### config.mk
export PLATFORM = sky130hd
export DESIGN_NAME = q24_cell
export DESIGN_NICKNAME = d
export VERILOG_FILES = /design/src/rtl/q24_pkg.sv /design/src/rtl/q24_cell.sv
export SDC_FILE = /design/constraint.sdc
export NUM_CORES = 1
export LEC_CHECK = 0
export BUFFER_PORTS_ARGS = -buffer_cell sky130_fd_sc_hd__buf_4
export CORE_ASPECT_RATIO = 0.75
export CORE_MARGIN = 5
export CORE_UTILIZATION = 40
export DETAILED_ROUTE_END_ITERATION = 10
export PLACE_DENSITY = 0.73
export SYNTH_ARGS = -nofsm -noshare
export SYNTH_HDL_FRONTEND = slang
export SYNTH_SLANG_ARGS = --single-unit
### constraint.sdc
create_clock -name i_clk -period 9.22 [get_ports i_clk]
set_clock_uncertainty 0.2 [all_clocks]
set_input_delay 1.844 -clock i_clk [delete_from_list [all_inputs] [get_ports i_clk]]
set_output_delay 1.844 -clock i_clk [all_outputs]
set_load 0.05 [all_outputs]
### src/rtl/q24_pkg.sv
package q24_pkg;

    localparam int FracBits = 8;
    localparam int DataW    = 32;
    // Dividend magnitude is |a| << FracBits: DataW + FracBits bits.
    localparam int DivW     = DataW + FracBits;
    // One divider cell per quotient bit.
    localparam int NumCells = DivW;

    typedef enum logic [3:0] {
        ACT_ADD      = 4'd0,
        ACT_SUB      = 4'd1,
        ACT_MUL      = 4'd2,
        ACT_DIV      = 4'd3,
        ACT_MIN      = 4'd4,
        ACT_MAX      = 4'd5,
        ACT_INC      = 4'd6,
        ACT_DEC      = 4'd7,
        ACT_FROM_INT = 4'd8,
        ACT_TO_INT   = 4'd9
    } t_action;

    typedef struct packed {
        logic [3:0]        action;
        logic signed [31:0] operand_a;
        logic signed [31:0] operand_b;
    } t_in_item;

    typedef struct packed {
        logic signed [31:0] result_value;
        logic               a_less;
        logic               a_equal;
        logic               a_greater;
        logic               divide_by_zero;
    } t_out_item;

    // Everything that travels down the chain beside the division.
    typedef struct packed {
        logic              vld;
        logic              is_div;
        logic              neg;
        logic [DataW-1:0]  early;   // result for all non-divide actions
        logic              lt;
        logic              eq;
        logic              gt;
        logic              dz;
    } t_side;

    // Per-cell restoring division state.
    typedef struct packed {
        logic [DivW-1:0]   rem;
        logic [DivW-1:0]   quo;     // remaining dividend bits shift out, quotient in
        logic [DataW-1:0]  dsr;
    } t_div;

endpackage

### src/rtl/q24_cell.sv
module q24_cell
    import q24_pkg::*;
(
    input  logic  i_clk,
    input  logic  i_rst_n,
    input  t_side i_side,
    input  t_div  i_div,
    output t_side o_side,
    output t_div  o_div
);

    t_side r_side;
    t_div  r_div;
    logic [DivW:0] trial;
    logic [DivW:0] diff;
    t_div  n_div;

    always_comb begin
        trial = {i_div.rem, i_div.quo[DivW-1]};
        diff  = trial - {{(DivW-DataW+1){1'b0}}, i_div.dsr};
        n_div.dsr = i_div.dsr;
        if (!diff[DivW]) begin
            n_div.rem = diff[DivW-1:0];
        end else begin
            n_div.rem = trial[DivW-1:0];
        end
        n_div.quo = {i_div.quo[DivW-2:0], ~diff[DivW]};
    end

    always_ff @(posedge i_clk) begin
        if (!i_rst_n) begin
            r_side.vld <= 1'b0;
        end else begin
            r_side.vld <= i_side.vld;
        end
        r_side.is_div <= i_side.is_div;
        r_side.neg    <= i_side.neg;
        r_side.early  <= i_side.early;
        r_side.lt     <= i_side.lt;
        r_side.eq     <= i_side.eq;
        r_side.gt     <= i_side.gt;
        r_side.dz     <= i_side.dz;
        r_div         <= n_div;
    end

    assign o_side = r_side;
    assign o_div  = r_div;

endmodule

==> run summary, run 1 <==
### Run status
• completed — result of the run

### Clocking
• 0 — number of gates given a new drive strength after cts
• 4 — CTS H-tree lvls
• 151 — # clock sinks
• clkbuf_16 — Root Driver
• 0.07 ns — clock slew at reported path FFs
• 2 — number of buffers on the longest clock path
• 0 — CTS hold repair buffers
• 0 — number of buffers inserted to repair setup after CTS
• 17 — clock buffers created by TritonCTS
• yes — CTS tree

### Final layout
• 0 — number of antenna diodes
• 1035 — filler-free cell count of the finished design
• 0.00220 sq mm — total area of multi-input combinational cells
• 0.00302 sq mm — area taken by flip-flops and latches
• 54.6% — layout-stage area growth over the synthesis result
• 1034 — net count reported at finish
• 1145 — fill count
• 39.5% — share of final-layout standard cells stronger than drive strength 1

### Detailed routing
• 18.2 mm — Final Routed Wirelength
• 5 — number of detailed-routing iterations run before antenna repair
• 17.6 um — final routed wire length divided by cell count
• 0 — drc violations
• 4864 — vias after detailed routing
• 0 — antenna-violating nets left
• 4.70 — number of vias per cell
• 294 — DRT iter0 DRCs

### Floorplan
• 145 um — chip width
• 0.0161 sq mm — Die ar.
• 304 — I/O pin count
• 0.0136 sq mm — Core ar.
• 111 um — die outline height
• 37 — num rows
• 40.2% — effective utilization at floorplan

### Power
• 0.197 mV — Worst VDD drop
• 220 mW/mm^2 — total power divided by cell area
• 4.20 nW — Leak Pwr
• 1.86 mW — Total Power

### Placed design
• 14.8 mm — final HPWL from detailed placement
• 303 — Port Buffers
• 0.849 — gpl congestion
• 1004 — placed cell count

### GRT
• 0 — number of antenna violations at the first check in global routing
• 47 — pin count of the biggest net entering global routing
• 0 — leftover overflow at the end of global routing
• 27.1 mm — first-pass GRT wire length
• 21.9% — total global-route track usage
• 4868 — vias in the first global route
• met2 — most congested layer reported by global routing
• 26.8% — GRT met1 Usage
• 36.5% — met2 Usage GRT
• 7.42% — met3 track utilization from global routing

### STA
• 0 ns — final total negative setup slack
• 59.1% — ratio of final minimum period to clock period
• no — setup repair after global routing missed its margin
• 0.184 GHz — f_max
• 0 — Final Hold Viols
• 0 — Final setup viols
• 0.707 ns — slew of the pin with the lowest slew margin
• 5.45 ns — final critical delay including setup and external delays
• 0 — number of slew-limit violations in the final report
• 52.4% — relative max-transition margin

### Synthesis
• 0% — asr flop ratio synth
• 48 — number of unique standard cell types used by synthesis
• 0 — number of warnings printed during yosys synthesis
• dfxtp_1 — dominant cell by count in the synthesized netlist
• 151 x dfxtp_1, 60 x nand2_1, 39 x inv_1 — most frequent cells after synthesis
• 10.0 sq um — Avg Cell Area, Syn
• 151 — flip-flop and latch count after synthesis
• 55.4% — share of the synthesized area in the top cell type
• 543 — count of mapped cells out of synthesis
• 729 — Net Count, Synth
• 0 — Post-synth EDFFs
• dfxtp_1 — flip-flop cell with the highest count after synthesis
• 0.00546 sq mm — cell area after synthesis
• dfxtp_1 55%, ha_1 7.3%, nand2_1 4.1% — main area contributors after synthesis
• dfxtp_1 — area leader, netlist
• 55.4% — fraction of the yosys area taken by sequential cells

### Setup path
• 9.32 ns — required time reported for the critical path endpoint
• input port — kind of launch point of the worst setup path
• in -> reg — critical path type
• flip-flop — type of destination of the critical path
• 46 — CP max FO
• 5.55 ns — arrival time of data at the critical path endpoint

### Job
• 0 — max_cap viols

### Min path
• in -> reg — worst min path class

[final timing paths]
check,start,endpoint,slack [ns],cells past startpoint
worst min-delay path,i_side[21],o_side[21]$_DFF_P_,1.33,1
worst max-delay path,i_div[71],o_div[108]$_DFF_P_,3.77,16
[per-layer routing]
metal	wire (um)	part of all wire (%)	vias up
met3	1790	9.8	17
met5	0	0	-
li1	-	-	2465
met4	263	1.4	0
met1	7330	40	2208
met2	8800	48	174
[worst max-delay path: stages]
cell,delay (ns)
buf_4,0.11
inv_1,0.04
ha_1,0.19
inv_1,0.07
fa_1,0.42
a211oi_1,0.23
o21bai_1,0.15
o2111ai_1,0.28
nand3_1,0.20
o21a_1,0.24
nor3_2,0.32
xor2_4,0.51
buf_4,0.47
inv_2,0.11
and3_1,0.21
xor2_1,0.13
[sequential cells by signal, indices dropped and copies added (netlist names)]
signal and cells:
o_side 39, o_div 112
[per-stage QoR]
step           worst slack [ns]  hold slack [ns]  instance area (sq um)  utilization [%]
2_1_floorplan              4.51             1.67                   5460                -
3_3_place_gp               3.42             1.75                   7870             58.0
3_5_place_dp               3.32             1.75                   7870             58.0
4_1_cts                    3.76             1.31                   8440             62.2
5_1_grt                    3.50             1.30                   8440             62.2
6_report                   3.77             1.33                   8440             62.2
[placed cells by master (no fill, tap or decap), types with 5 or more instances in the layout]
cell type and n:
nand3_1 5, nand4_1 7, dfxtp_1 151, o21ai_1 9, buf_4 304, o21a_1 5
a21o_1 19, a21oi_1 32, nor2_1 26, ha_1 32, clkbuf_16 17, o21ai_0 38
o21bai_1 7, xor2_1 19, inv_1 39, nand2_1 60, a31oi_1 5, xnor2_1 17
[area by class of cell]
cell class / instances / share of cell area [%]
Clock buffer: 17 / 5.04
Clock inverter: 14 / 1.66
Sequential cell: 151 / 35.8
Tap cell: 175 / 2.60
Multi-Input combinational cell: 334 / 26.0
Inverter: 40 / 1.78
Timing Repair Buffer: 304 / 27.1
[cell families (layout without fill, tap and decap cells)]
family,Yosys count,after routing,share of synthesized area [%]
fa+ha+maj,33,33,7.70
simple gates,124,124,10.3
compound gates,140,140,16.0
flops,151,151,55.4
buf+inv,58,375,4.56
xor+xnor,37,37,6.08
[power breakdown]
part           switching (mW)  leakage (nW)  internal [mW]
registers              0.0131          1.27          0.702
clock network           0.292         0.278          0.379
logic                   0.306          2.65          0.165
(Power assumes the default switching activity.)
==> inputs of run 2 (changes only) <==
==> constraint.sdc (replaced) <==
create_clock -name i_clk -period 5.4 [get_ports i_clk]
set_clock_uncertainty 0.2 [all_clocks]
set_input_delay 1.08 -clock i_clk [delete_from_list [all_inputs] [get_ports i_clk]]
set_output_delay 1.08 -clock i_clk [all_outputs]
set_load 0.05 [all_outputs]
==> run 2 against run 1 <==
Via count up 0.74%. Total power up 72%. Hold slack worse by 0.77 ns. Largest cell class unchanged. Largest power group unchanged. Critical endpoint unchanged. Non-clock buffer count up 1. Core utilization up 0.18 points. Combinational power up 72%.
==> run summary, run 2 (synthesis results as in run 1) <==
### Run status
• completed — result of the run

### Setup path
• 0.53 ns — CP max stage delay, +0.02 ns
• flip-flop — type of destination of the critical path
• buf_4 -> inv_1 -> ha_1 -> inv_1 -> fa_1 -> a211oi_1 -> o21bai_1 -> o2111ai_1 -> nand3_1 -> o21a_1 -> nor3_2 -> xor2_4 -> inv_2 -> and3_1 -> xor2_1 — cells along the critical path
• xor2_4 — crit path max-delay cell type
• 4 — worst path buffer plus inverter count, -1
• in -> reg — critical path type
• input port — kind of launch point of the worst setup path
• 15 — number of cells on the critical path, -1
• inv_1 — cell repeated most along the worst path
• 23 — CP max FO, -50%
• 5.52 ns — required time reported for the critical path endpoint, -3.80 ns
• compound AO/OA/AOI/OAI gates — family of cells with the greatest summed delay on the critical path
• 4.31 ns — arrival time of data at the critical path endpoint, -1.24 ns

### Detailed routing
• 5 — number of detailed-routing iterations run before antenna repair, unchanged
• 4.73 — number of vias per cell, +0.55%
• 248 — DRT iter0 DRCs, -16%
• 4900 — vias after detailed routing, +0.74%
• 0 — drc violations, unchanged
• 0 — antenna-violating nets left, unchanged
• 18.3 mm — Final Routed Wirelength, +0.68%
• 17.6 um — final routed wire length divided by cell count, +0.49%

### Final layout
• 0 — number of antenna diodes, unchanged
• 112 — number of flip-flops under the largest register name, unchanged
• 39.4% — share of final-layout standard cells stronger than drive strength 1, -0.092 points
• 0.00846 sq mm — post-route design area, +0.28%
• 0.00302 sq mm — area taken by flip-flops and latches, unchanged
• 1035 — net count reported at finish, +0.097%
• buf_4 — most common library cell in the layout ignoring fill and taps
• 304 x buf_4, 151 x dfxtp_1, 60 x nand2_1, 39 x inv_1, 38 x o21ai_0 — commonest cells after routing, fill and taps aside
• 55.0% — layout-stage area growth over the synthesis result
• 0.00220 sq mm — total area of multi-input combinational cells, unchanged
• 1133 — fill count, -1.0%

### Placed design
• 14.8 mm — final HPWL from detailed placement, -0.38%
• 303 — Port Buffers, unchanged
• 0.00789 sq mm — instance area at placement, +0.25%
• 0.887 — gpl congestion, +4.5%

### Floorplan
• 40.2% — effective utilization at floorplan, unchanged
• 111 um — die outline height, unchanged
• 145 um — chip width, unchanged
• 0.0161 sq mm — Die ar., unchanged
• 37 — num rows, unchanged
• 304 — I/O pin count, unchanged
• 0.0136 sq mm — Core ar., unchanged

### GRT
• 0 — leftover overflow at the end of global routing, unchanged
• 27.1 mm — first-pass GRT wire length, -0.23%
• 4804 — vias in the first global route, -1.3%
• 48 — pin count of the biggest net entering global routing, +2.1%
• 0 — number of antenna violations at the first check in global routing, unchanged
• 21.8% — total global-route track usage, -0.047 points

### Power
• 0.305 mV — Worst VDD drop, +55%
• 3.19 mW — Total Power, +72%
• 377 mW/mm^2 — total power divided by cell area, +71%
• 4.21 nW — Leak Pwr, +0.16%

### Clocking
• 2 — number of buffers on the longest clock path, unchanged
• 0 — number of gates given a new drive strength after cts, unchanged
• 0 — CTS hold repair buffers, unchanged
• clkbuf_16 — Root Driver
• yes — CTS tree
• 151 — # clock sinks, unchanged
• 4 — CTS H-tree lvls, unchanged
• 0 — number of buffers inserted to repair setup after CTS, unchanged
• 0.07 ns — clock slew at reported path FFs, about the same
• 17 — clock buffers created by TritonCTS, unchanged

### STA
• 59.7% — relative max-transition margin, +7.3 points
• 4.19 ns — final critical delay including setup and external delays
• 0 ns — final total negative setup slack, unchanged
• 0.603 ns — slew of the pin with the lowest slew margin, -0.104 ns
• 0 — Final setup viols, unchanged
• 0 — Final Hold Viols, unchanged
• 0.239 GHz — f_max
• 0.553 ns — worst hold slack across all endpoints, -0.775 ns
• no — setup repair after global routing missed its margin
• 0 — number of slew-limit violations in the final report, unchanged
• 77.6% — ratio of final minimum period to clock period

### Min path
• i_div[47] — start point of the worst hold path
• in -> reg — worst min path class
• o_div[48]$_DFF_P_ — hold path endpoint
• 1 — number of cells on the worst hold path, unchanged

### Job
• 0 — max_cap viols, unchanged

[run 2: cell types whose count changed in the layout (fill, tap and decap cells not counted)]
cell,before,now
buf_12,0,1
clkbuf_1,0,2
clkinv_2,3,1
inv_6,3,5
inv_8,4,3
[run 2: power breakdown]
group	leakage, nW	internal [mW]	total, mW	switching [mW]
Clock	0.275	0.651	1.16	0.505
Sequential	1.27	1.20	1.22	0.0230
Combinational	2.66	0.284	0.810	0.525
[run 2: how the worst max path moves through the flow]
| stage | startpoint | end | slack [ns] |
|---|---|---|---|
| 5_1_grt | i_div[71] | o_div[108]$_DFF_P_ | 1.0 |
| 2_1_floorplan | i_div[71] | o_div[106]$_DFF_P_ | 1.46 |
| 4_1_cts | i_div[71] | o_div[108]$_DFF_P_ | 1.19 |
| 6_report | i_div[71] | o_div[108]$_DFF_P_ | 1.21 |
| 3_3_place_gp | i_div[71] | o_div[108]$_DFF_P_ | 0.83 |
| 3_5_place_dp | i_div[71] | o_div[108]$_DFF_P_ | 0.74 |
[run 2: routing by layer]
layer  wire, um  GRT usage (%)  part of all wire (%)  vias to the layer above
li1           -              -                     -                     2465
met1       7200           26.0                    39                     2220
met2       8830           36.1                    48                      199
met3       2030           9.27                    11                       16
met4        246           5.59                   1.3                        0
met5          0              0                     0                        -
[run 2: final cells by class]
type                    instances  share of cell area, %
flip-flops and latches        151                   35.7
repair buffers                305                   27.2
multi-input cells             334                   26.0
clock buffers                  19                   5.12
well taps                     175                   2.59
inverters                      40                   1.77
clock inverters                13                   1.61
[run 2: per-stage QoR]
| stage | setup WS (ns) | std cells | utilization (%) |
|---|---|---|---|
| after floorplan | 1.46 | 543 | - |
| after global placement | 0.831 | 1005 | 58.2 |
| after detailed placement | 0.736 | 1005 | 58.2 |
| after CTS | 1.19 | 1037 | 62.4 |
| after global routing | 0.999 | 1037 | 62.4 |
| final | 1.21 | 1037 | 62.4 |
