==> config.mk <==
export PLATFORM = sky130hd
export DESIGN_NAME = q24_tail
export DESIGN_NICKNAME = d
export VERILOG_FILES = /design/src/rtl/q24_pkg.sv /design/src/rtl/q24_24_8_fixed_point_alu_dummy.sv
export SDC_FILE = /design/constraint.sdc
export NUM_CORES = 1
export LEC_CHECK = 0
export ABC_AREA = 1
export BUFFER_PORTS_ARGS = -buffer_cell sky130_fd_sc_hd__buf_2
export CORE_MARGIN = 3
export CORE_UTILIZATION = 39
export CTS_BUF_LIST = sky130_fd_sc_hd__clkbuf_4
export CTS_CLUSTER_DIAMETER = 50
export DETAILED_ROUTE_END_ITERATION = 10
export PLACE_DENSITY = 0.83
export SETUP_SLACK_MARGIN = 0.4
export SLEW_MARGIN = 20
export SYNTH_ARGS = -nofsm -noshare
export SYNTH_HDL_FRONTEND = slang
export SYNTH_SLANG_ARGS = --single-unit
==> constraint.sdc <==
create_clock -name i_clk -period 2.2 [get_ports i_clk]
set_clock_uncertainty 0.2 [all_clocks]
set_input_delay 0.66 -clock i_clk [delete_from_list [all_inputs] [get_ports i_clk]]
set_output_delay 0.66 -clock i_clk [all_outputs]
set_load 0.005 [all_outputs]
==> src/rtl/q24_pkg.sv <==
package q24_pkg;

    localparam int FracBits = 8;
    localparam int DataW    = 32;
    // Dividend magnitude is |a| << FracBits: DataW + FracBits bits.
    localparam int DivW     = DataW + FracBits;
    // One divider cell per quotient bit.
    localparam int NumCells = DivW;

    typedef enum logic [3:0] {
        ACT_ADD      = 4'd0,
        ACT_SUB      = 4'd1,
        ACT_MUL      = 4'd2,
        ACT_DIV      = 4'd3,
        ACT_MIN      = 4'd4,
        ACT_MAX      = 4'd5,
        ACT_INC      = 4'd6,
        ACT_DEC      = 4'd7,
        ACT_FROM_INT = 4'd8,
        ACT_TO_INT   = 4'd9
    } t_action;

    typedef struct packed {
        logic [3:0]        action;
        logic signed [31:0] operand_a;
        logic signed [31:0] operand_b;
    } t_in_item;

    typedef struct packed {
        logic signed [31:0] result_value;
        logic               a_less;
        logic               a_equal;
        logic               a_greater;
        logic               divide_by_zero;
    } t_out_item;

    // Everything that travels down the chain beside the division.
    typedef struct packed {
        logic              vld;
        logic              is_div;
        logic              neg;
        logic [DataW-1:0]  early;   // result for all non-divide actions
        logic              lt;
        logic              eq;
        logic              gt;
        logic              dz;
    } t_side;

    // Per-cell restoring division state.
    typedef struct packed {
        logic [DivW-1:0]   rem;
        logic [DivW-1:0]   quo;     // remaining dividend bits shift out, quotient in
        logic [DataW-1:0]  dsr;
    } t_div;

endpackage

==> src/rtl/q24_24_8_fixed_point_alu_dummy.sv <==
module q24_tail
    import q24_pkg::*;
(
    input  logic      i_clk,
    input  logic      i_rst_n,
    input  t_side     i_side,
    input  t_div      i_div,
    output logic      o_strobe,
    output t_out_item o_item
);

    logic [DataW-1:0] q;
    logic [DataW-1:0] val;
    logic             r_strobe;
    t_out_item        r_item;

    always_comb begin
        q = i_div.quo[DataW-1:0];
        if (!i_side.is_div) begin
            val = i_side.early;
        end else if (i_side.dz) begin
            val = '0;
        end else begin
            val = i_side.neg ? -q : q;
        end
    end

    always_ff @(posedge i_clk) begin
        if (!i_rst_n) begin
            r_strobe <= 1'b0;
        end else begin
            r_strobe <= i_side.vld;
        end
        r_item.result_value   <= val;
        r_item.a_less         <= i_side.lt;
        r_item.a_equal        <= i_side.eq;
        r_item.a_greater      <= i_side.gt;
        r_item.divide_by_zero <= i_side.dz;
    end

    assign o_strobe = r_strobe;
    assign o_item   = r_item;

`ifndef SYNTHESIS
    a_flags_onehot: assert property (@(posedge i_clk) disable iff (!i_rst_n)
        r_strobe |-> $onehot({r_item.a_less, r_item.a_equal, r_item.a_greater}))
        else $error("comparison flags not one-hot");
    a_dz_zero: assert property (@(posedge i_clk) disable iff (!i_rst_n)
        (r_strobe && r_item.divide_by_zero) |-> (r_item.result_value == 32'sd0))
        else $error("divide by zero gave non-zero result");
    a_dz_eq: assert property (@(posedge i_clk) disable iff (!i_rst_n)
        (i_side.vld && i_side.dz) |-> i_side.is_div)
        else $error("zero-divisor flag outside divide");
`endif

endmodule

==> results of run 1 <==
## metrics by stage
stage | setup WS [ns] | util | power [W] | std cells | instance area (um2)
after detailed placement | 0.1840 | 0.5320 | 0.001111 | 509 | 2786
after global placement | 0.1956 | 0.5320 | 0.001105 | 509 | 2786
after CTS | 0.5342 | 0.5471 | 0.001581 | 517 | 2865
after floorplan | 0.4057 | - | 0.0009421 | 335 | 2186
final | 0.5298 | 0.5471 | 0.001566 | 517 | 2865
after global routing | 0.4288 | 0.5471 | 0.001653 | 517 | 2865
## area by class of cell
| class | count | area [um2] |
|---|---|---|
| Clock buffer | 5 | 37.54 |
| Clock inverter | 3 | 41.29 |
| Multi-Input combinational cell | 256 | 1247 |
| Inverter | 34 | 130.1 |
| Tap cell | 70 | 87.58 |
| Sequential cell | 37 | 740.7 |
| Fill cell | 537 | 2372 |
| Timing Repair Buffer | 112 | 580.6 |
## power by group through the flow
stage,Clock [W],Combinational (W),Sequential (W)
after floorplan,0,0.000182,0.000760
after global placement,0,0.000356,0.000749
after detailed placement,0,0.000363,0.000749
after CTS,0.000482,0.000364,0.000734
after global routing,0.000506,0.000409,0.000738
final,0.000468,0.000364,0.000734
## how the worst max path moves through the flow
stage,from,to
CTS,o_item[18],o_item[18]
finish,i_side[36],o_item[21]
floorplan,i_div[32],o_item[34]
global placement,i_side[36],o_item[13]
global route,i_div[47],o_item[26]
detailed placement,i_side[36],o_item[13]
## kinds of logic (layout without fill, tap and decap cells)
kind of cell	count (synthesis)	count (layout)
AND/OR/NAND/NOR	208	208
adder cells (fa/ha/maj)	1	1
flip-flops	37	37
AO/OA/AOI/OAI	47	47
buffers and inverters	42	154
## sequential cells by signal, indices dropped and copies added (netlist names)
register and count:
o_strobe 1, o_item 36
## metal layers
layer / routed length (um) / vias to the layer above / part of all wire / GRT usage
li1: - / 1307 / - / -
met5: 0 / - / 0 / 0
met3: 629 / 6 / 0.099 / 0.03924
met4: 70 / 0 / 0.011 / 0.05743
met2: 2538 / 108 / 0.40 / 0.2765
met1: 3110 / 1033 / 0.49 / 0.2779
## cell usage in the layout, fill, tap and decap left out, drive strengths merged
master	synthesis	layout
buf	4	112
nor3	5	5
a21o	1	1
clkinv	0	1
nand3b	2	2
o21ai	35	35
inv	34	34
nor2	39	39
o31ai	1	1
clkinvlp	0	1
o211ai	1	1
ha	1	1
clkbuf	4	5
nand3	36	36
bufinv	0	1
dfxtp	37	37
nand4	9	9
a21oi	9	9
nand2	117	117
==> metrics.yaml, run 1 <==
ys_seq_elements: 37
htreeDepth: 2
cp.depth: 7
placementRows: 26
synth_top_area_share: 0.3420
hold_start: "i_side[3]"
synth-seq-area-share: 0.3420
hold_viol: 0
clock_path_buffers: 2
switchingPower_w: 0.0004555
cts_hold_buf: 0
tns_ns: 0
critPathCaptureType: "flip-flop"
synth_edf_count: 0
critPathLaunchType: "input port"
slew-limit-headroom: 0.7740
min_path_cells: 1
cts_tree: "yes"
synth-async-reset-ratio: 0
required_ns: 2.24
synthAdderAreaFrac: 0.005777
synthCells: 335
cap_violations: 0
wirelength_mm: 6.349
vias: 2454
p_leak_nw: 1.504
viasPerCell: 4.747
max_freq_ghz: 0.5987
root_buffer: "clkbuf_4"
synth_top_area_cell: "dfxtp_1"
synth_commonest_cells: "106 x nand2_1, 37 x dfxtp_1, 32 x nand3_1"
hold_ws_ns: 0.2187
drive_above_1_share: 0.3468
core_area_mm2: 0.005238
routabilityCongestion: 0.8640
clockPowerShare: 0.299
critPathBufInv: 2
slew_violations: 0
crit_top_cell: "nand2_1"
slowest_delay_ns: 0.30
die_h_um: 80.52
slowest_stage: "buf_4"
worst_slew_pin_slew_ns: 0.3391
yosys-top-cells-area: "dfxtp_1 34%, nand2_1 18%, nand3_1 7.4%"
synth_area_mm2: 0.002166
die-area_mm2: 0.006483
p_per_area_mw_per_mm2: 546.7
crit_family: "buffers and inverters"
synthesis.nets: 489
ant_nets: 0
overflow: 0
drtPass1Iterations: 5
path_class: "in -> reg"
min_period_ns: 1.670
pwr-share-comb: 0.233
grt_max_degree: 33
pin_count: 190
yosysMostFrequentCell: "nand2_1"
setup_viol: 0
dr.first_iter.drc_count: 152
syn_to_final_growth_pct: 32.29
min_to: "o_item[3]"
ir_drop_uv: 229.0
critPathMaxFanout: 18
synth_compound_area_frac: 0.1121
synth_area_per_cell_um2: 6.465
synth_mux_area_frac: 0
switching_share: 0.2908
synth-xor-area-share: 0
initial_core_util: 0.4135
path_clk_slew_ns: 0.10
yosys.cell_types.count: 27
numPortBuffers: 109
wl_per_cell_um: 12.28
num_antenna_cells: 0
die_w_um: 80.52
post-cts-setup-buffers: 0
finalCritPeriodShare: 0.7592
cts_sinks: 37
arrival_ns: 1.71
status: "complete, no violations"
grt_antenna_before_repair: 0
synth_simple_gate_area_share: 0.4489
grt_setup_unrepaired: "no"
nets: 600
synth_flop_cell: "dfxtp_1"
synth_top_family_by_area: "simple AND/OR/NAND/NOR gates"
drc: 0
p_int_w: 0.001111
first_global_vias: 2118
cts_buffers: 5
crit_path_cell_trace: "buf_2 > buf_4 > o21ai_1 > nand2_1 > nand2_1 > nand2_1 > o21ai_1"
hp-class: "in -> reg"
grt_pass1_wl_mm: 9.597
post_cts_resized: 0
synth-warning-count: 0
track_usage: 0.1900
dp_hpwl_mm: 5.001
pwr-share-seq: 0.469
(Power assumes the default switching activity.)
==> inputs of run 2 (changes only) <==
--- a/config.mk
+++ b/config.mk
@@ -5,14 +5,14 @@
 export SDC_FILE = /design/constraint.sdc
 export NUM_CORES = 1
 export LEC_CHECK = 0
-export ABC_AREA = 1
+export ABC_AREA = 0
 export BUFFER_PORTS_ARGS = -buffer_cell sky130_fd_sc_hd__buf_2
 export CORE_MARGIN = 3
-export CORE_UTILIZATION = 39
+export CORE_UTILIZATION = 36
 export CTS_BUF_LIST = sky130_fd_sc_hd__clkbuf_4
 export CTS_CLUSTER_DIAMETER = 50
 export DETAILED_ROUTE_END_ITERATION = 10
-export PLACE_DENSITY = 0.83
+export PLACE_DENSITY = 0.82
 export SETUP_SLACK_MARGIN = 0.4
 export SLEW_MARGIN = 20
 export SYNTH_ARGS = -nofsm -noshare
==> constraint.sdc (replaced) <==
create_clock -name i_clk -period 1.65 [get_ports i_clk]
set_clock_uncertainty 0.2 [all_clocks]
set_input_delay 0.495 -clock i_clk [delete_from_list [all_inputs] [get_ports i_clk]]
set_output_delay 0.495 -clock i_clk [all_outputs]
set_load 0.005 [all_outputs]
==> run 2 against run 1 <==
  * Cell area is 31% higher
  * Area after synthesis is 17% lower
  * Cell count is 17% lower
  * Sequential power is 35% higher
  * Clock-buffer cell count stayed put
  * Synthesized cell count is 46% lower
  * Setup slack worse by 1.2 ns
  * Via count is 11% lower
  * Core utilization is 23 points higher
  * The run now ends with negative setup slack left
  * Largest cell class unchanged
  * Sequential share of layout area is 5.8 points lower
==> metrics.yaml, run 2 <==
status: "finished, violations left"
violations: "negative setup slack"
wl_per_cell_um: 16.10  # +31%
mostFrequentLayoutCell: "buf_2"
core_area_mm2: 0.004786  # -8.6%
path_class: "in -> reg"
drtPass1Iterations: 4  # -1
fin_ws_ns: -0.6454  # -1.175 ns
arrival_ns: 2.32  # +0.61 ns
cts_tree: "yes"
final_cells: 431  # -17%
synth_area_mm2: 0.001808  # -17%
fillers: 298  # -45%
crit_path_start: "i_div[46]"
synth_edf_count: 0  # unchanged
synth-seq-area-share: 0.4097  # +0.06769
max_freq_ghz: 0.4357
register_area_um2: 749.5  # +1.2%
hold_start: "i_side[2]"
slowest_delay_ns: 0.62  # +0.32 ns
die_h_um: 76.87  # -4.5%
drive_above_1_share: 0.7033  # +0.3565
ys_seq_elements: 37  # unchanged
placementRows: 25  # -3.8%
die-area_mm2: 0.005908  # -8.9%
min_period_ns: 2.295
crit_path_cell_trace: "buf_6 > or4_4 > or4b_4 > o41ai_2 > xnor2_1 > a22o_1"
syn_to_final_growth_pct: 107.0
wirelength_met1_mm: 2.777  # -11%
cts_buffers: 5  # unchanged
critPathCaptureType: "flip-flop"
setup_viol: 24  # +24
worst_slew_pin_slew_ns: 0.3071  # -0.03201 ns
viasPerCell: 5.086  # +7.1%
critPathLaunchType: "input port"
root_buffer: "clkbuf_4"
cap_violations: 0  # unchanged
hold_viol: 0  # unchanged
grt_pass1_wl_mm: 10.85  # +13%
yosysMostFrequentCell: "dfxtp_1"
hp-class: "in -> reg"
num_antenna_cells: 0  # unchanged
dr.first_iter.drc_count: 92  # -39%
dr_wl_met2_mm: 3.650  # +44%
finalCritPeriodShare: 1.391
hold_ws_ns: 0.06919  # -0.1495 ns
nets: 518  # -14%
numPortBuffers: 109  # unchanged
synthCells: 182  # -46%
top_layer: "met4"
die_w_um: 76.87  # -4.5%
multi_input_area_mm2: 0.001488  # +19%
clock_path_buffers: 2  # unchanged
slowest_stage: "or4b_4"
synth_commonest_cells: "37 x dfxtp_1, 19 x a22o_1, 19 x xnor2_1"
yosys.cell_types.count: 36  # +33%
critPathBufInv: 1  # -1
ir_drop_uv: 463.0  # +100%
synth_area_per_cell_um2: 9.934  # +54%
cts_sinks: 37  # unchanged
largest_reg_flops: 36  # unchanged
ant_nets: 0  # unchanged
grt_antenna_before_repair: 0  # unchanged
yosys-top-cells-area: "dfxtp_1 41%, a22o_1 9.2%, xnor2_1 9.2%"
crit_family: "simple AND/OR/NAND/NOR gates"
drc: 0  # unchanged
synth-async-reset-ratio: 0  # unchanged
p_per_area_mw_per_mm2: 577.0  # +5.6%
path_clk_slew_ns: 0.10  # about the same
synth_flop_cell: "dfxtp_1"
grt_max_degree: 23  # -30%
synth-warning-count: 0  # unchanged
first_global_vias: 2260  # +6.7%
final_cell_mix: "98 x buf_2, 47 x buf_4, 32 x buf_6"
p_leak_nw: 1.680  # +12%
grt_setup_unrepaired: "yes"
htreeDepth: 2  # unchanged
overflow: 0  # unchanged
initial_core_util: 0.3778  # -0.03574
wirelength_mm: 6.938  # +9.3%
dp_hpwl_mm: 4.812  # -3.8%
placed_cells: 404  # -21%
routed-wl-met3_um: 424  # -33%
required_ns: 1.67  # -0.57 ns
routabilityCongestion: 0.8343  # -3.4%
slew_violations: 0  # unchanged
synthesis.nets: 336  # -31%
cts_hold_buf: 0  # unchanged
critPathMaxFanout: 5  # -13
track_usage: 0.2263  # +0.03635
synth_top_area_share: 0.4097  # +0.06769
pin_count: 190  # unchanged
vias: 2192  # -11%
synth_top_area_cell: "dfxtp_1"
slew-limit-headroom: 0.7953  # +0.02134
-- run 2: layout make-up --
cell class	instances	area share
multi-input cells	131	0.3975
repair buffers	185	0.3577
flip-flops and latches	37	0.2003
well taps	67	0.02240
clock buffers	5	0.01003
inverters	4	0.009027
clock inverters	2	0.003009
-- run 2: timing repair --
action / CTS / global route
resized for setup: 69 / 20
pin swaps: 42 / 25
setup buffers: 19 / 1
endpoints found under the setup margin: 67 / 67
-- run 2: cells by family after synthesis --
logic type / count (synthesis) / share of synthesized area
compound gates: 60 / 0.2803
xor+xnor: 28 / 0.1356
fa+ha+maj: 1 / 0.006919
buf+inv: 14 / 0.02907
flops: 37 / 0.4097
mux: 1 / 0.005537
simple gates: 41 / 0.1329
-- run 2: path summary, 6_finish.rpt --
kind,endpoint,slack (ns),depth (start not counted)
min,o_item[2],0.07,1
max,o_item[33],-0.65,6
-- run 2: power breakdown --
part | leakage (nW) | switching (W) | internal [W]
Sequential | 0.312 | 0.0000186 | 0.000969
Combinational | 1.34 | 0.000312 | 0.000395
Clock | 0.0247 | 0.000310 | 0.000153
Total | 1.68 | 0.000641 | 0.00152
-- run 2: stage by stage --
stage | util | worst slack (ns) | TNS [ns] | area (um2) | power, W
detailed placement | 0.6478 | -0.9673 | -16.82 | 3100 | 0.001573
floorplan | - | -0.7671 | -8.994 | 2107 | 0.001246
global placement | 0.6478 | -0.9275 | -16.07 | 3100 | 0.001559
finish | 0.7820 | -0.6454 | -7.591 | 3742 | 0.002159
global route | 0.7820 | -0.6455 | -8.131 | 3742 | 0.002265
CTS | 0.7576 | -0.6079 | -6.796 | 3626 | 0.002120
-- run 2: per-layer routing --
| metal | vias up | GRT usage |
|---|---|---|
| met5 | - | 0 |
| met2 | 89 | 0.4303 |
| li1 | 1055 | - |
| met3 | 8 | 0.03756 |
| met4 | 0 | 0.05978 |
| met1 | 1040 | 0.2578 |
==> inputs of run 3 (changes only) <==
--- a/config.mk
+++ b/config.mk
@@ -13,7 +13,7 @@
 export CTS_CLUSTER_DIAMETER = 50
 export DETAILED_ROUTE_END_ITERATION = 10
 export PLACE_DENSITY = 0.82
-export SETUP_SLACK_MARGIN = 0.4
+export SETUP_SLACK_MARGIN = 0.1
 export SLEW_MARGIN = 20
 export SYNTH_ARGS = -nofsm -noshare
 export SYNTH_HDL_FRONTEND = slang
==> run 3 against run 2 <==
  * The flow still finishes with violations (negative setup slack)
  * Core utilization decreased by 1.8 points
  * Hold slack worse by 0.023 ns
  * Largest power group unchanged
  * Die area unchanged
  * Power up 14%
  * Global-route usage grew 0.33 points
  * Cell area is 2.3% lower
  * Non-clock buffer count fell by 7
  * Setup slack worse by 0.035 ns
  * Maximum frequency down 1.5%
==> metrics.yaml, run 3 (same netlist as run 2, synthesis figures left out) <==
critPathBufInv: 1  # unchanged
drtPass1Iterations: 4  # unchanged
path_clk_slew_ns: 0.12  # +0.02 ns
viasPerCell: 5.186  # +2.0%
crit_family: "simple AND/OR/NAND/NOR gates"
critPathCaptureType: "flip-flop"
critPathMaxFanout: 5  # unchanged
die_w_um: 76.87  # unchanged
min_path_cells: 1  # unchanged
final_area_mm2: 0.003656  # -2.3%
status: "finished, violations left"
cts_buffers: 5  # unchanged
dp_hpwl_mm: 4.969  # +3.3%
initial_core_util: 0.3778  # unchanged
numPortBuffers: 109  # unchanged
placementRows: 25  # unchanged
cts_tree: "yes"
slowest_stage: "or4b_4"
grt_antenna_before_repair: 0  # unchanged
track_usage: 0.2297  # +0.003326
grt_max_degree: 13  # -43%
final_cells: 425  # -1.4%
overflow: 0  # unchanged
p_leak_nw: 1.658  # -1.3%
routabilityCongestion: 0.9031  # +8.2%
wl_per_cell_um: 16.96  # +5.4%
dr.first_iter.drc_count: 90  # -2.2%
final_cell_mix: "99 x buf_2, 44 x buf_4, 35 x dfxtp_1"
nets: 511  # -1.4%
fillers: 319  # +7.0%
arrival_ns: 2.38  # +0.06 ns
max_freq_ghz: 0.4291  # -1.5%
cts_sinks: 37  # unchanged
crit_path_start: "i_div[46]"
fin_ws_ns: -0.6805  # -0.03508 ns
setup_viol: 23  # -4.2%
clock_path_buffers: 2  # unchanged
vias: 2204  # +0.55%
violations: "negative setup slack"
hold_viol: 0  # unchanged
htreeDepth: 2  # unchanged
die-area_mm2: 0.005908  # unchanged
cap_violations: 0  # unchanged
critPathLaunchType: "input port"
finalCritPeriodShare: 1.412  # +0.02126
ant_nets: 0  # unchanged
crit_end: "o_item[29]"
p_total_w: 0.002454  # +14%
grt_setup_unrepaired: "yes"
path_class: "in -> reg"
crit_path_cell_trace: "buf_6 > or4_4 > or4b_4 > o31ai_4 > xnor2_1 > a22o_1"
wirelength_mm: 7.210  # +3.9%
slowest_delay_ns: 0.64  # +0.02 ns
cp.depth: 6  # unchanged
grt_pass1_wl_mm: 10.98  # +1.2%
placed_area_mm2: 0.003085  # -0.48%
slew_violations: 0  # unchanged
hp-class: "in -> reg"
first_global_vias: 2266  # +0.27%
p_per_area_mw_per_mm2: 671.1  # +16%
pin_count: 190  # unchanged
drive_above_1_share: 0.6648  # -0.03849
slew-limit-headroom: 0.7871  # -0.008169
worst_slew_pin_slew_ns: 0.3193  # +0.01225 ns
largest_reg_flops: 36  # unchanged
placed_cells: 403  # -0.25%
num_antenna_cells: 0  # unchanged
mostFrequentLayoutCell: "buf_2"
required_ns: 1.70  # +0.03 ns
min_period_ns: 2.330  # +0.03508 ns
die_h_um: 76.87  # unchanged
core_area_mm2: 0.004786  # unchanged
syn_to_final_growth_pct: 102.2
root_buffer: "clkbuf_4"
ir_drop_uv: 357.7  # -23%
drc: 0  # unchanged
run 3: what timing repair did:
action                                  in CTS  in global routing
pin swaps                                   40                 35
setup buffers                               14                  4
hold buffers                                 0                  0
gates resized for setup                     53                 22
endpoints found under the setup margin      26                 29
run 3: area by class of cell:
type | count | area, um2 | share of cell area
Sequential cell | 37 | 743.2 | 0.2033
Multi-Input combinational cell | 131 | 1423 | 0.3891
Timing Repair Buffer | 178 | 1271 | 0.3477
Clock inverter | 3 | 65.06 | 0.01780
Inverter | 4 | 32.53 | 0.008898
Clock buffer | 5 | 37.54 | 0.01027
Tap cell | 67 | 83.83 | 0.02293
run 3: worst min-delay path by stage:
stage                   start        end  slack [ns]
floorplan           i_side[0]  o_item[0]        0.32
global placement    i_side[1]  o_item[1]        0.40
detailed placement  i_side[2]  o_item[2]        0.40
CTS                 i_side[2]  o_item[2]        0.04
global route        i_side[1]  o_item[1]        0.04
finish              i_side[2]  o_item[2]        0.05
run 3: metal layers:
metal  global-route usage  share of wire  vias to the layer above
li1                     -              -                     1041
met1               0.2762           0.42                     1051
met2               0.4068           0.50                       92
met3              0.04930          0.058                       20
met4              0.06884          0.023                        0
met5                    0              0                        -
run 3: metrics by stage:
stage                       util  worst slack [ns]  hold slack [ns]  TNS (ns)
after floorplan                -           -0.7671           0.3227    -9.085
after global placement    0.6447           -0.9244           0.3991    -15.73
after detailed placement  0.6447            -1.025           0.4022    -16.62
after CTS                 0.7448           -0.6292          0.04330    -6.637
after global routing      0.7639           -0.6999          0.03703    -7.760
final                     0.7639           -0.6805          0.04578    -6.720
run 3: power breakdown:
group	internal [W]	switching, W
logic	0.000372	0.000304
registers	0.000967	0.0000177
clock network	0.000469	0.000324
total	0.00181	0.000646
